===== src/rtl/fst_pkg.sv =====
// Shared types and constants for the fader soft-takeover / button-toggle block.
// Holds the item, result, config, flag and state-update structs and the command codes.
// No dependencies.
package fst_pkg;

  // value format: unsigned fraction, all ones means 1.0
  localparam int VALUE_BITS  = 14;
  localparam int FADER_SCALE = ((1 << VALUE_BITS) - 1) / 127;

  typedef logic [VALUE_BITS-1:0] fst_val_t;

  localparam fst_val_t VAL_FULL = {VALUE_BITS{1'b1}};

  // input commands
  localparam logic [1:0] CMD_BUTTON   = 2'd0;
  localparam logic [1:0] CMD_FADER    = 2'd1;
  localparam logic [1:0] CMD_FEEDBACK = 2'd2;

  // result kinds
  localparam logic [1:0] KIND_LED   = 2'd0;
  localparam logic [1:0] KIND_HOST  = 2'd1;
  localparam logic [1:0] KIND_CATCH = 2'd2;

  // configuration register map
  localparam int         CFG_ADDR_W     = 4;
  localparam logic [1:0] REG_BANK_LEFT  = 2'd0;
  localparam logic [1:0] REG_BANK_RIGHT = 2'd1;
  localparam logic [1:0] REG_CATCH_TOL  = 2'd2;

  typedef struct packed {
    logic [1:0] command;
    logic [6:0] control_number;
    logic       is_fader;
    logic [6:0] raw_value;
    fst_val_t   feedback_value;
  } fst_in_t;

  typedef struct packed {
    logic [1:0] kind;
    logic [6:0] target_number;
    logic       led_on;
    fst_val_t   host_value;
    logic       last_result;
  } fst_out_t;

  typedef struct packed {
    logic [6:0] bank_left_number;
    logic [6:0] bank_right_number;
    fst_val_t   catch_tolerance;
  } fst_cfg_t;

  // per-control flags kept in the flag RAM
  typedef struct packed {
    logic toggle;
    logic moved_valid;
    logic pending_valid;
  } fst_flags_t;

  // per-control state writes produced by one item
  typedef struct packed {
    logic     toggle_we;
    logic     toggle_val;
    logic     moved_we;
    fst_val_t moved_val;
    logic     pending_we;
    fst_val_t pending_val;
    logic     pending_valid_we;
    logic     pending_valid_val;
  } fst_upd_t;

endpackage


===== src/rtl/fst_ram.sv =====
// Generic single-write, single-read RAM with registered read data.
// Used for the per-control value and flag stores. No dependencies.
module fst_ram #(
  parameter int WIDTH = 14,
  parameter int DEPTH = 128,
  parameter int AW    = (DEPTH > 1) ? $clog2(DEPTH) : 1
) (
  input  logic             clk_i,
  input  logic             we_i,
  input  logic [AW-1:0]    waddr_i,
  input  logic [WIDTH-1:0] wdata_i,
  input  logic             re_i,
  input  logic [AW-1:0]    raddr_i,
  output logic [WIDTH-1:0] rdata_o
);

  logic [WIDTH-1:0] mem_q [DEPTH];
  logic [WIDTH-1:0] rdata_q;

  // write port
  always_ff @(posedge clk_i) begin
    if (we_i) begin
      mem_q[waddr_i] <= wdata_i;
    end
  end

  // registered read port, holds while not enabled
  always_ff @(posedge clk_i) begin
    if (re_i) begin
      rdata_q <= mem_q[raddr_i];
    end
  end

  assign rdata_o = rdata_q;

endmodule


===== src/rtl/fst_cfg.sv =====
// APB-style configuration registers: bank button numbers and catch tolerance.
// Depends on fst_pkg.
module fst_cfg
  import fst_pkg::*;
(
  input  logic                  clk_i,
  input  logic                  rst_ni,
  input  logic                  psel,
  input  logic                  penable,
  input  logic                  pwrite,
  input  logic [CFG_ADDR_W-1:0] paddr,
  input  logic [31:0]           pwdata,
  output logic [31:0]           prdata,
  output logic                  pready,
  output fst_cfg_t              cfg_o
);

  fst_cfg_t   cfg_q;
  logic       wr_en;
  logic [1:0] reg_idx;

  assign pready  = 1'b1;
  assign wr_en   = psel & penable & pwrite;
  assign reg_idx = paddr[3:2];

  // write registers on the access beat
  always_ff @(posedge clk_i or negedge rst_ni) begin
    if (!rst_ni) begin
      cfg_q.bank_left_number  <= 7'd126;
      cfg_q.bank_right_number <= 7'd127;
      cfg_q.catch_tolerance   <= fst_val_t'(164);
    end else if (wr_en) begin
      unique case (reg_idx)
        REG_BANK_LEFT:  cfg_q.bank_left_number  <= pwdata[6:0];
        REG_BANK_RIGHT: cfg_q.bank_right_number <= pwdata[6:0];
        REG_CATCH_TOL:  cfg_q.catch_tolerance   <= pwdata[VALUE_BITS-1:0];
        default: ;
      endcase
    end
  end

  // read mux
  always_comb begin
    prdata = '0;
    unique case (reg_idx)
      REG_BANK_LEFT:  prdata = 32'(cfg_q.bank_left_number);
      REG_BANK_RIGHT: prdata = 32'(cfg_q.bank_right_number);
      REG_CATCH_TOL:  prdata = 32'(cfg_q.catch_tolerance);
      default:        prdata = '0;
    endcase
  end

  assign cfg_o = cfg_q;

endmodule


===== src/rtl/fst_eval.sv =====
// Per-item decision logic: button toggle, fader soft takeover, host feedback.
// Produces up to two results and the per-control state writes. Depends on fst_pkg.
module fst_eval
  import fst_pkg::*;
(
  input  fst_in_t    item_i,
  input  fst_cfg_t   cfg_i,
  input  logic       in_range_i,
  input  logic       toggle_i,
  input  logic       moved_valid_i,
  input  fst_val_t   moved_i,
  input  logic       pending_valid_i,
  input  fst_val_t   pending_i,
  output fst_out_t   res0_o,
  output fst_out_t   res1_o,
  output logic [1:0] nres_o,
  output fst_upd_t   upd_o
);

  fst_val_t fader_val;
  fst_val_t diff_vp;
  fst_val_t diff_fm;
  logic     pressed;
  logic     is_bank;
  logic     toggle_new;
  logic     crossed;
  logic     close_vp;
  logic     keep;
  logic     fb_near;

  // 7-bit position to full-scale value
  assign fader_val = fst_val_t'(item_i.raw_value * FADER_SCALE);
  assign pressed   = (item_i.raw_value != 7'd0);
  assign is_bank   = (item_i.control_number == cfg_i.bank_left_number) ||
                     (item_i.control_number == cfg_i.bank_right_number);
  assign toggle_new = toggle_i ^ pressed;

  // distances for the catch tests
  assign diff_vp = (fader_val >= pending_i) ? fader_val - pending_i : pending_i - fader_val;
  assign diff_fm = (item_i.feedback_value >= moved_i) ? item_i.feedback_value - moved_i
                                                      : moved_i - item_i.feedback_value;

  // pending value lies between the new and the last position
  assign crossed  = moved_valid_i &&
                    (((fader_val <= pending_i) && (pending_i <= moved_i)) ||
                     ((fader_val >= pending_i) && (pending_i >= moved_i)));
  assign close_vp = (diff_vp < cfg_i.catch_tolerance);
  assign keep     = pending_valid_i && !(crossed || close_vp);
  assign fb_near  = moved_valid_i && (diff_fm < cfg_i.catch_tolerance);

  always_comb begin
    res0_o = '0;
    res1_o = '0;
    res0_o.target_number = item_i.control_number;
    res1_o.target_number = item_i.control_number;
    nres_o = 2'd0;
    upd_o  = '0;
    upd_o.moved_val   = fader_val;
    upd_o.pending_val = item_i.feedback_value;
    upd_o.toggle_val  = toggle_new;

    if (in_range_i) begin
      unique case (item_i.command)
        CMD_BUTTON: begin
          if (is_bank) begin
            // momentary bank control: host value only
            res0_o.kind        = KIND_HOST;
            res0_o.host_value  = pressed ? VAL_FULL : '0;
            res0_o.last_result = 1'b1;
            nres_o             = 2'd1;
          end else begin
            // flip on press, then report LED and host value
            upd_o.toggle_we    = 1'b1;
            res0_o.kind        = KIND_LED;
            res0_o.led_on      = toggle_new;
            res1_o.kind        = KIND_HOST;
            res1_o.host_value  = toggle_new ? VAL_FULL : '0;
            res1_o.last_result = 1'b1;
            nres_o             = 2'd2;
          end
        end
        CMD_FADER: begin
          upd_o.moved_we          = 1'b1;
          upd_o.pending_valid_we  = 1'b1;
          upd_o.pending_valid_val = keep;
          res0_o.kind             = KIND_CATCH;
          if (keep) begin
            // not yet caught: status only
            res0_o.led_on      = 1'b1;
            res0_o.last_result = 1'b1;
            nres_o             = 2'd1;
          end else begin
            // caught: status, then forward the move
            res1_o.kind        = KIND_HOST;
            res1_o.host_value  = fader_val;
            res1_o.last_result = 1'b1;
            nres_o             = 2'd2;
          end
        end
        CMD_FEEDBACK: begin
          res0_o.last_result = 1'b1;
          nres_o             = 2'd1;
          if (!item_i.is_fader) begin
            res0_o.kind   = KIND_LED;
            res0_o.led_on = item_i.feedback_value[VALUE_BITS-1];
          end else begin
            // near the fader: caught at once, else hold as pending
            upd_o.pending_valid_we  = 1'b1;
            upd_o.pending_valid_val = !fb_near;
            upd_o.pending_we        = !fb_near;
            res0_o.kind             = KIND_CATCH;
            res0_o.led_on           = !fb_near;
          end
        end
        default: ;
      endcase
    end
  end

endmodule


===== src/rtl/fst_outbuf.sv =====
// Two-slot result buffer: takes all results of one item at once, sends one beat
// a cycle while out_stall_i is low. Depends on fst_pkg.
module fst_outbuf
  import fst_pkg::*;
(
  input  logic       clk_i,
  input  logic       rst_ni,
  input  logic       load_i,
  input  fst_out_t   res0_i,
  input  fst_out_t   res1_i,
  input  logic [1:0] nres_i,
  output logic       load_ok_o,
  output logic       out_valid_o,
  output fst_out_t   out_data_o,
  input  logic       out_stall_i
);

  fst_out_t   slot_q [2];
  logic [1:0] cnt_q;
  logic       head_q;
  logic       pop;
  logic [1:0] cnt_after;

  assign out_valid_o = (cnt_q != 2'd0);
  assign out_data_o  = slot_q[head_q];
  assign pop         = out_valid_o & ~out_stall_i;
  assign cnt_after   = cnt_q - {1'b0, pop};
  assign load_ok_o   = (cnt_after == 2'd0);

  // control: count and read pointer
  always_ff @(posedge clk_i or negedge rst_ni) begin
    if (!rst_ni) begin
      cnt_q  <= 2'd0;
      head_q <= 1'b0;
    end else if (load_i) begin
      cnt_q  <= nres_i;
      head_q <= 1'b0;
    end else begin
      cnt_q  <= cnt_after;
      head_q <= head_q ^ pop;
    end
  end

  // payload slots
  always_ff @(posedge clk_i) begin
    if (load_i) begin
      slot_q[0] <= res0_i;
      slot_q[1] <= res1_i;
    end
  end

endmodule


===== src/rtl/fader_soft_takeover_and_button_toggle.sv =====
// Fader soft-takeover and button-toggle control surface, top level.
// Depends on fst_pkg, fst_ram, fst_cfg, fst_eval and fst_outbuf.
//
// Input channel (in_valid_i / in_stall_o / in_data_i) carries surface button
// events, fader moves and host feedback. Output channel (out_valid_o /
// out_stall_i / out_data_o) carries LED, host-value and catch-status results,
// up to two per item, the last one flagged by last_result.
// Configuration is an APB-style port: bank-left at 0x0, bank-right at 0x4,
// catch tolerance at 0x8; write only while the block is idle.
// An item is registered at acceptance, its per-control values and
// flags come from the RAM reads started on that beat, and its results are
// loaded into the output buffer once they fit there, which then offers them
// from its slot registers, bounded by the single output beat per cycle.
// Throughput: one item per cycle while out_stall_i is low and each item yields
// at most one result; after an item with two, the next waits until both are sent.
// A stalled receiver holds the output buffer, then the input register, and
// then stalls the input channel.
// Reset loads the register defaults and starts a clearing pass over all
// NUM_CONTROLS entries (128 by default) of the flag RAM; the input is
// stalled during the pass. The value RAMs need no clearing.
module fader_soft_takeover_and_button_toggle
  import fst_pkg::*;
#(
  parameter int NUM_CONTROLS = 128
) (
  input  logic                  clk_i,
  input  logic                  rst_ni,
  input  logic                  in_valid_i,
  output logic                  in_stall_o,
  input  fst_in_t               in_data_i,
  output logic                  out_valid_o,
  input  logic                  out_stall_i,
  output fst_out_t              out_data_o,
  input  logic                  psel,
  input  logic                  penable,
  input  logic                  pwrite,
  input  logic [CFG_ADDR_W-1:0] paddr,
  input  logic [31:0]           pwdata,
  output logic [31:0]           prdata,
  output logic                  pready
);

  localparam int IDX_W  = (NUM_CONTROLS > 1) ? $clog2(NUM_CONTROLS) : 1;
  localparam int FLAG_W = $bits(fst_flags_t);
  localparam logic [IDX_W-1:0] LAST_IDX = IDX_W'(NUM_CONTROLS - 1);

  fst_cfg_t          cfg;
  fst_in_t           item_q;
  logic              item_valid_q;
  logic              accept;
  logic              fire;
  logic              load;
  logic              load_ok;
  logic              in_range;
  logic [IDX_W-1:0]  idx_in;
  logic [IDX_W-1:0]  idx_q;
  logic [7:0]        num_in_ext;
  logic [7:0]        num_q_ext;

  logic              clr_busy_q;
  logic [IDX_W-1:0]  clr_idx_q;
  fst_flags_t        flags_rd;
  fst_flags_t        flags_cur;
  fst_flags_t        flags_new;
  fst_flags_t        flags_wdata;
  logic              flags_we;
  logic              flag_we;
  logic [IDX_W-1:0]  flag_waddr;
  logic              fwd_flags_q;
  fst_flags_t        fwd_flags_val_q;

  fst_val_t   moved_rd;
  fst_val_t   pending_rd;
  logic       fwd_moved_q;
  fst_val_t   fwd_moved_val_q;
  logic       fwd_pending_q;
  fst_val_t   fwd_pending_val_q;
  fst_val_t   moved_cur;
  fst_val_t   pending_cur;

  fst_out_t   res0;
  fst_out_t   res1;
  logic [1:0] nres;
  fst_upd_t   upd;

  fst_cfg u_cfg (
    .clk_i   (clk_i),
    .rst_ni  (rst_ni),
    .psel    (psel),
    .penable (penable),
    .pwrite  (pwrite),
    .paddr   (paddr),
    .pwdata  (pwdata),
    .prdata  (prdata),
    .pready  (pready),
    .cfg_o   (cfg)
  );

  // control indexes
  assign num_in_ext = {1'b0, in_data_i.control_number};
  assign num_q_ext  = {1'b0, item_q.control_number};
  assign idx_in     = num_in_ext[IDX_W-1:0];
  assign idx_q      = num_q_ext[IDX_W-1:0];
  assign in_range   = (9'(item_q.control_number) < 9'(NUM_CONTROLS));

  // handshake: the held item leaves when its results fit in the buffer
  assign fire       = item_valid_q & ((nres == 2'd0) | load_ok);
  assign load       = fire & (nres != 2'd0);
  assign in_stall_o = clr_busy_q | (item_valid_q & ~fire);
  assign accept     = in_valid_i & ~in_stall_o;

  // input register
  always_ff @(posedge clk_i or negedge rst_ni) begin
    if (!rst_ni) begin
      item_valid_q <= 1'b0;
    end else begin
      item_valid_q <= accept | (item_valid_q & ~fire);
    end
  end

  always_ff @(posedge clk_i) begin
    if (accept) begin
      item_q <= in_data_i;
    end
  end

  // clearing pass over the flag RAM after reset
  always_ff @(posedge clk_i or negedge rst_ni) begin
    if (!rst_ni) begin
      clr_busy_q <= 1'b1;
      clr_idx_q  <= '0;
    end else if (clr_busy_q) begin
      if (clr_idx_q == LAST_IDX) begin
        clr_busy_q <= 1'b0;
      end else begin
        clr_idx_q <= clr_idx_q + IDX_W'(1);
      end
    end
  end

  // value stores
  fst_ram #(
    .WIDTH (VALUE_BITS),
    .DEPTH (NUM_CONTROLS),
    .AW    (IDX_W)
  ) u_moved_ram (
    .clk_i   (clk_i),
    .we_i    (fire & upd.moved_we),
    .waddr_i (idx_q),
    .wdata_i (upd.moved_val),
    .re_i    (accept),
    .raddr_i (idx_in),
    .rdata_o (moved_rd)
  );

  fst_ram #(
    .WIDTH (VALUE_BITS),
    .DEPTH (NUM_CONTROLS),
    .AW    (IDX_W)
  ) u_pending_ram (
    .clk_i   (clk_i),
    .we_i    (fire & upd.pending_we),
    .waddr_i (idx_q),
    .wdata_i (upd.pending_val),
    .re_i    (accept),
    .raddr_i (idx_in),
    .rdata_o (pending_rd)
  );

  // merge this item's flag updates into the current flags
  always_comb begin
    flags_new = flags_cur;
    if (upd.toggle_we) begin
      flags_new.toggle = upd.toggle_val;
    end
    if (upd.moved_we) begin
      flags_new.moved_valid = 1'b1;
    end
    if (upd.pending_valid_we) begin
      flags_new.pending_valid = upd.pending_valid_val;
    end
  end

  assign flags_we    = fire & (upd.toggle_we | upd.moved_we | upd.pending_valid_we);
  assign flag_we     = clr_busy_q | flags_we;
  assign flag_waddr  = clr_busy_q ? clr_idx_q : idx_q;
  assign flags_wdata = clr_busy_q ? fst_flags_t'('0) : flags_new;

  // flag store: toggle, moved valid and pending valid per control
  fst_ram #(
    .WIDTH (FLAG_W),
    .DEPTH (NUM_CONTROLS),
    .AW    (IDX_W)
  ) u_flag_ram (
    .clk_i   (clk_i),
    .we_i    (flag_we),
    .waddr_i (flag_waddr),
    .wdata_i (flags_wdata),
    .re_i    (accept),
    .raddr_i (idx_in),
    .rdata_o (flags_rd)
  );

  // forward a write that lands on the same control as the read beside it
  always_ff @(posedge clk_i or negedge rst_ni) begin
    if (!rst_ni) begin
      fwd_moved_q   <= 1'b0;
      fwd_pending_q <= 1'b0;
      fwd_flags_q   <= 1'b0;
    end else if (accept) begin
      fwd_moved_q   <= fire & upd.moved_we & (idx_q == idx_in);
      fwd_pending_q <= fire & upd.pending_we & (idx_q == idx_in);
      fwd_flags_q   <= flags_we & (idx_q == idx_in);
    end
  end

  always_ff @(posedge clk_i) begin
    if (accept) begin
      fwd_moved_val_q   <= upd.moved_val;
      fwd_pending_val_q <= upd.pending_val;
      fwd_flags_val_q   <= flags_new;
    end
  end

  assign moved_cur   = fwd_moved_q ? fwd_moved_val_q : moved_rd;
  assign pending_cur = fwd_pending_q ? fwd_pending_val_q : pending_rd;
  assign flags_cur   = fwd_flags_q ? fwd_flags_val_q : flags_rd;

  fst_eval u_eval (
    .item_i          (item_q),
    .cfg_i           (cfg),
    .in_range_i      (in_range),
    .toggle_i        (flags_cur.toggle),
    .moved_valid_i   (flags_cur.moved_valid),
    .moved_i         (moved_cur),
    .pending_valid_i (flags_cur.pending_valid),
    .pending_i       (pending_cur),
    .res0_o          (res0),
    .res1_o          (res1),
    .nres_o          (nres),
    .upd_o           (upd)
  );

  fst_outbuf u_outbuf (
    .clk_i       (clk_i),
    .rst_ni      (rst_ni),
    .load_i      (load),
    .res0_i      (res0),
    .res1_i      (res1),
    .nres_i      (nres),
    .load_ok_o   (load_ok),
    .out_valid_o (out_valid_o),
    .out_data_o  (out_data_o),
    .out_stall_i (out_stall_i)
  );

endmodule

===== config.mk =====
export PLATFORM = sky130hd
export DESIGN_NAME = fader_soft_takeover_and_button_toggle
export DESIGN_NICKNAME = d
export VERILOG_FILES = /design/src/rtl/fst_pkg.sv /design/src/rtl/fst_ram.sv /design/src/rtl/fst_cfg.sv /design/src/rtl/fst_eval.sv /design/src/rtl/fst_outbuf.sv /design/src/rtl/fader_soft_takeover_and_button_toggle.sv
export SDC_FILE = /design/constraint.sdc
export NUM_CORES = 2
export LEC_CHECK = 0
export BUFFER_PORTS_ARGS = -buffer_cell sky130_fd_sc_hd__buf_2
export CORE_ASPECT_RATIO = 0.8
export CORE_MARGIN = 3
export CORE_UTILIZATION = 40
export CTS_CLUSTER_DIAMETER = 30
export DETAILED_ROUTE_END_ITERATION = 12
export PLACE_DENSITY = 0.61
export REMOVE_ABC_BUFFERS = 1
export SKIP_CTS_REPAIR_TIMING = 1
export SLEW_MARGIN = 20
export SYNTH_ARGS = -nofsm -noshare
export SYNTH_HDL_FRONTEND = slang
export SYNTH_SLANG_ARGS = --single-unit

===== constraint.sdc =====
create_clock -name clk_i -period 27.2 [get_ports clk_i]
set_input_delay 4.08 -clock clk_i [delete_from_list [all_inputs] [get_ports clk_i]]
set_output_delay 4.08 -clock clk_i [all_outputs]
set_load 0.01 [all_outputs]

==> metrics.txt <==
clock-pin transition on the worst setup and hold timing paths=0.05 ns; number of antenna repair diodes=0; Cell Count, Final, Fillers Out=10900; multi-input gate area in the final layout=30100 µm²; RSZ-0062 raised after global routing=no; total die area=327000 µm²; total power after layout=13.6 mW; first-pass iteration count of the detailed router=5; wire length of the first global-routing pass=450000 µm; Detail Placement HPWL=178000 µm; final routed wirelength across all metal layers=309000 µm; multiplexer area fraction after synthesis=18.4%; sequential cell area fraction in the yosys report=75.2%; Synth Cell Area=128000 µm²; area occupied by registers=96300 µm²; final cycle utilization of the critical path=35.0%; DR DRC count=0; Peak VDD IR=68.7 µV; initial core utilization=40.2%; number of hold violations in the final report=0; leading post-synthesis cells by instance count=edfxtp_1, mux4_2, nor2_1; worst hold margin=0.527 ns; fraction of registers with async set/reset=1.34%; total negative setup slack=0 ns; overall overflow remaining after global route=0; DRC violation total after the first TritonRoute iteration=6987; worst rel slew slack=19.1%; cell count after placement=10000; via count=61700; floorplan die height=512 µm; worst r2r path cells=21; remaining antenna violation count=0; CTS H-Tree Depth=5; clock sink total=3214; Power Dens Cells=90.2 nW/µm²; Worst EP arrival=5.45 ns; yosys warns=0; Port Buffer Count=94; floorplan die width=638 µm; main flop type after synthesis=edfxtp_1; post-route minimum period=9.53 ns; startpoint kind of the worst setup timing path=primary input; synthesized-area fraction occupied by xor and xnor cells=0.356%; transition at the pin with the smallest max-transition slack=1.21 ns; area fraction in and, or, nand and nor cells after synthesis=2.31%; largest net degree at the start of global routing=140; area fraction in compound gates after synthesis=1.17%; largest buffer count on any clock path=4; skew final=0.0883 ns; core footprint=318000 µm²; Wirelength per Cell=28.4 µm; number of global-route vias before repair=63300; Critical Path Sink Type=primary output; area share of the largest cell type after synthesis=74.4%; largest family of logic cells by synthesized area=multiplexers; vias per cell=5.66; number of buffers inserted during clock tree synthesis=467; worst min path class=reg2reg; RD Place Congestion=0.868; number of standard cells after synthesis=5819; GRT Total Usage=18.8%; layout-stage area growth over the synthesis result=17.8%; peak fanout along the critical path=14; reported max-cap violation count=0; outcome=completed; Hold Path Cell Cnt=2; antenna violations before repair=19; data required time at the worst endpoint=23.12 ns; std cell rows=185; clock tree from TritonCTS=yes; cell leakage power=48.0 nW; Mean Syn Cell Area=22.0 µm²; clock latency reported for the late side of the worst-skew pair=0.95 ns; critical path start-end classification=in2out; layout cell share with drive strength beyond 1=33.3%; arithmetic-cell share of the synthesized area counting full adders, half adders and majority gates=1.06%; Synth area leader=edfxtp_1; number of synthesized register bits=3214; master cell of the clock root buffer=clkbuf_16; count of final max-slew check failures=0; number of failing setup endpoints in the final timing report=0; count of filler cells inserted in the layout=25800; number of flops mapped to enable cells by yosys=3171; biggest area contributors in the synthesized netlist=edfxtp_1, mux4_2, nor2_1; library cell with the highest instance count after synthesis=edfxtp_1; fin nets=6463; maximum clock rate=0.105 GHz; # IOs=134; number of different library cells in the post-synthesis netlist=74
[critical path: stages]
cell and delay, ns:
buf_2 0.20, nor2b_1 0.72, nand2_1 0.11, o21ai_0 0.15, buf_2 0.19
[per-layer routing]
layer | track usage (%) | vias to the layer above | part of all wire (%)
met4 | 4.01 | 0 | 1.9
li1 | - | 25500 | -
met3 | 3.75 | 434 | 8.1
met5 | 0 | - | 0
met2 | 29.1 | 2502 | 47
met1 | 27.6 | 33300 | 43
[power by group]
group	leakage [nW]	total, mW	internal [mW]	switching [mW]
clock network	7.93	6.26	4.00	2.26
registers	29.0	5.88	5.83	0.0457
logic	11.0	1.46	0.457	1.00
total	48.0	13.6	10.3	3.31
[registers in the layout, indices dropped and copies added, names as in the netlist, 2 cells and up]
name	cells
u_flag_ram.mem_q	384
u_outbuf.slot_q	20
u_moved_ram.rdata_o	7
u_flag_ram.rdata_o	3
item_q	24
u_pending_ram.rdata_o	14
fwd_pending_val_q	14
clr_idx_q	7
u_outbuf.cnt_q	2
idx_q	7
u_cfg.cfg_o	28
u_pending_ram.mem_q	1792
fwd_moved_val_q	7
u_moved_ram.mem_q	896
fwd_flags_val_q	3
[path summary, 6_finish.rpt]
kind                                   start                         end  slack, ns
min in group asynchronous             rst_ni              u_cfg.cfg_o[6]       3.21
max in group asynchronous             rst_ni                clr_idx_q[1]      23.58
worst min-delay path            item_valid_q                item_valid_q       0.53
worst max register to register     item_q[3]  u_pending_ram.mem_q[65][3]      19.04
worst max-delay path                paddr[3]                   prdata[0]      17.67
worst min register to register  item_valid_q                item_valid_q       0.53
[cell type report]
type	count	area share [%]
Clock buffer	515	8.01
Clock inverter	356	2.93
Inverter	86	0.216
Multi-Input combinational cell	2198	20.0
Sequential cell	3214	63.9
Tap cell	4207	3.49
Timing Repair Buffer	316	1.53
[cells by family (layout without fill, tap and decap cells)]
group,count (synthesis),in the layout
mux,1093,1093
simple gates,697,697
fa+ha+maj,106,106
compound gates,231,231
xor+xnor,52,52
flops,3214,3214
buf+inv,424,1273
other cells,2,19
[through the flow]
| step | util (%) | worst slack [ns] | area, µm² |
|---|---|---|---|
| after CTS | 47.4 | 17.69 | 151000 |
| after detailed placement | 42.2 | 16.91 | 134000 |
| after global placement | 42.2 | 16.89 | 134000 |
| final | 47.4 | 17.67 | 151000 |
| after global routing | 47.4 | 17.57 | 151000 |
| after floorplan | - | 14.11 | 127000 |
[layout by cell type, fill, tap and decap left out, drive strengths merged, types with 16 or more instances in the layout]
master,n
buf,316
nand2,125
nand3,42
xnor2,41
clkbuf,515
mux2,46
o21ai,67
dfrtp,26
clkinv,156
nor2b,18
conb,19
mux2i,39
a21oi,55
mux4,1008
and2,16
inv,150
edfxtp,3171
ha,102
nor2,428
a21o,24
clkinvlp,55
dfstp,17
bufinv,81
No activity file was read; power rests on OpenSTA's default activity.
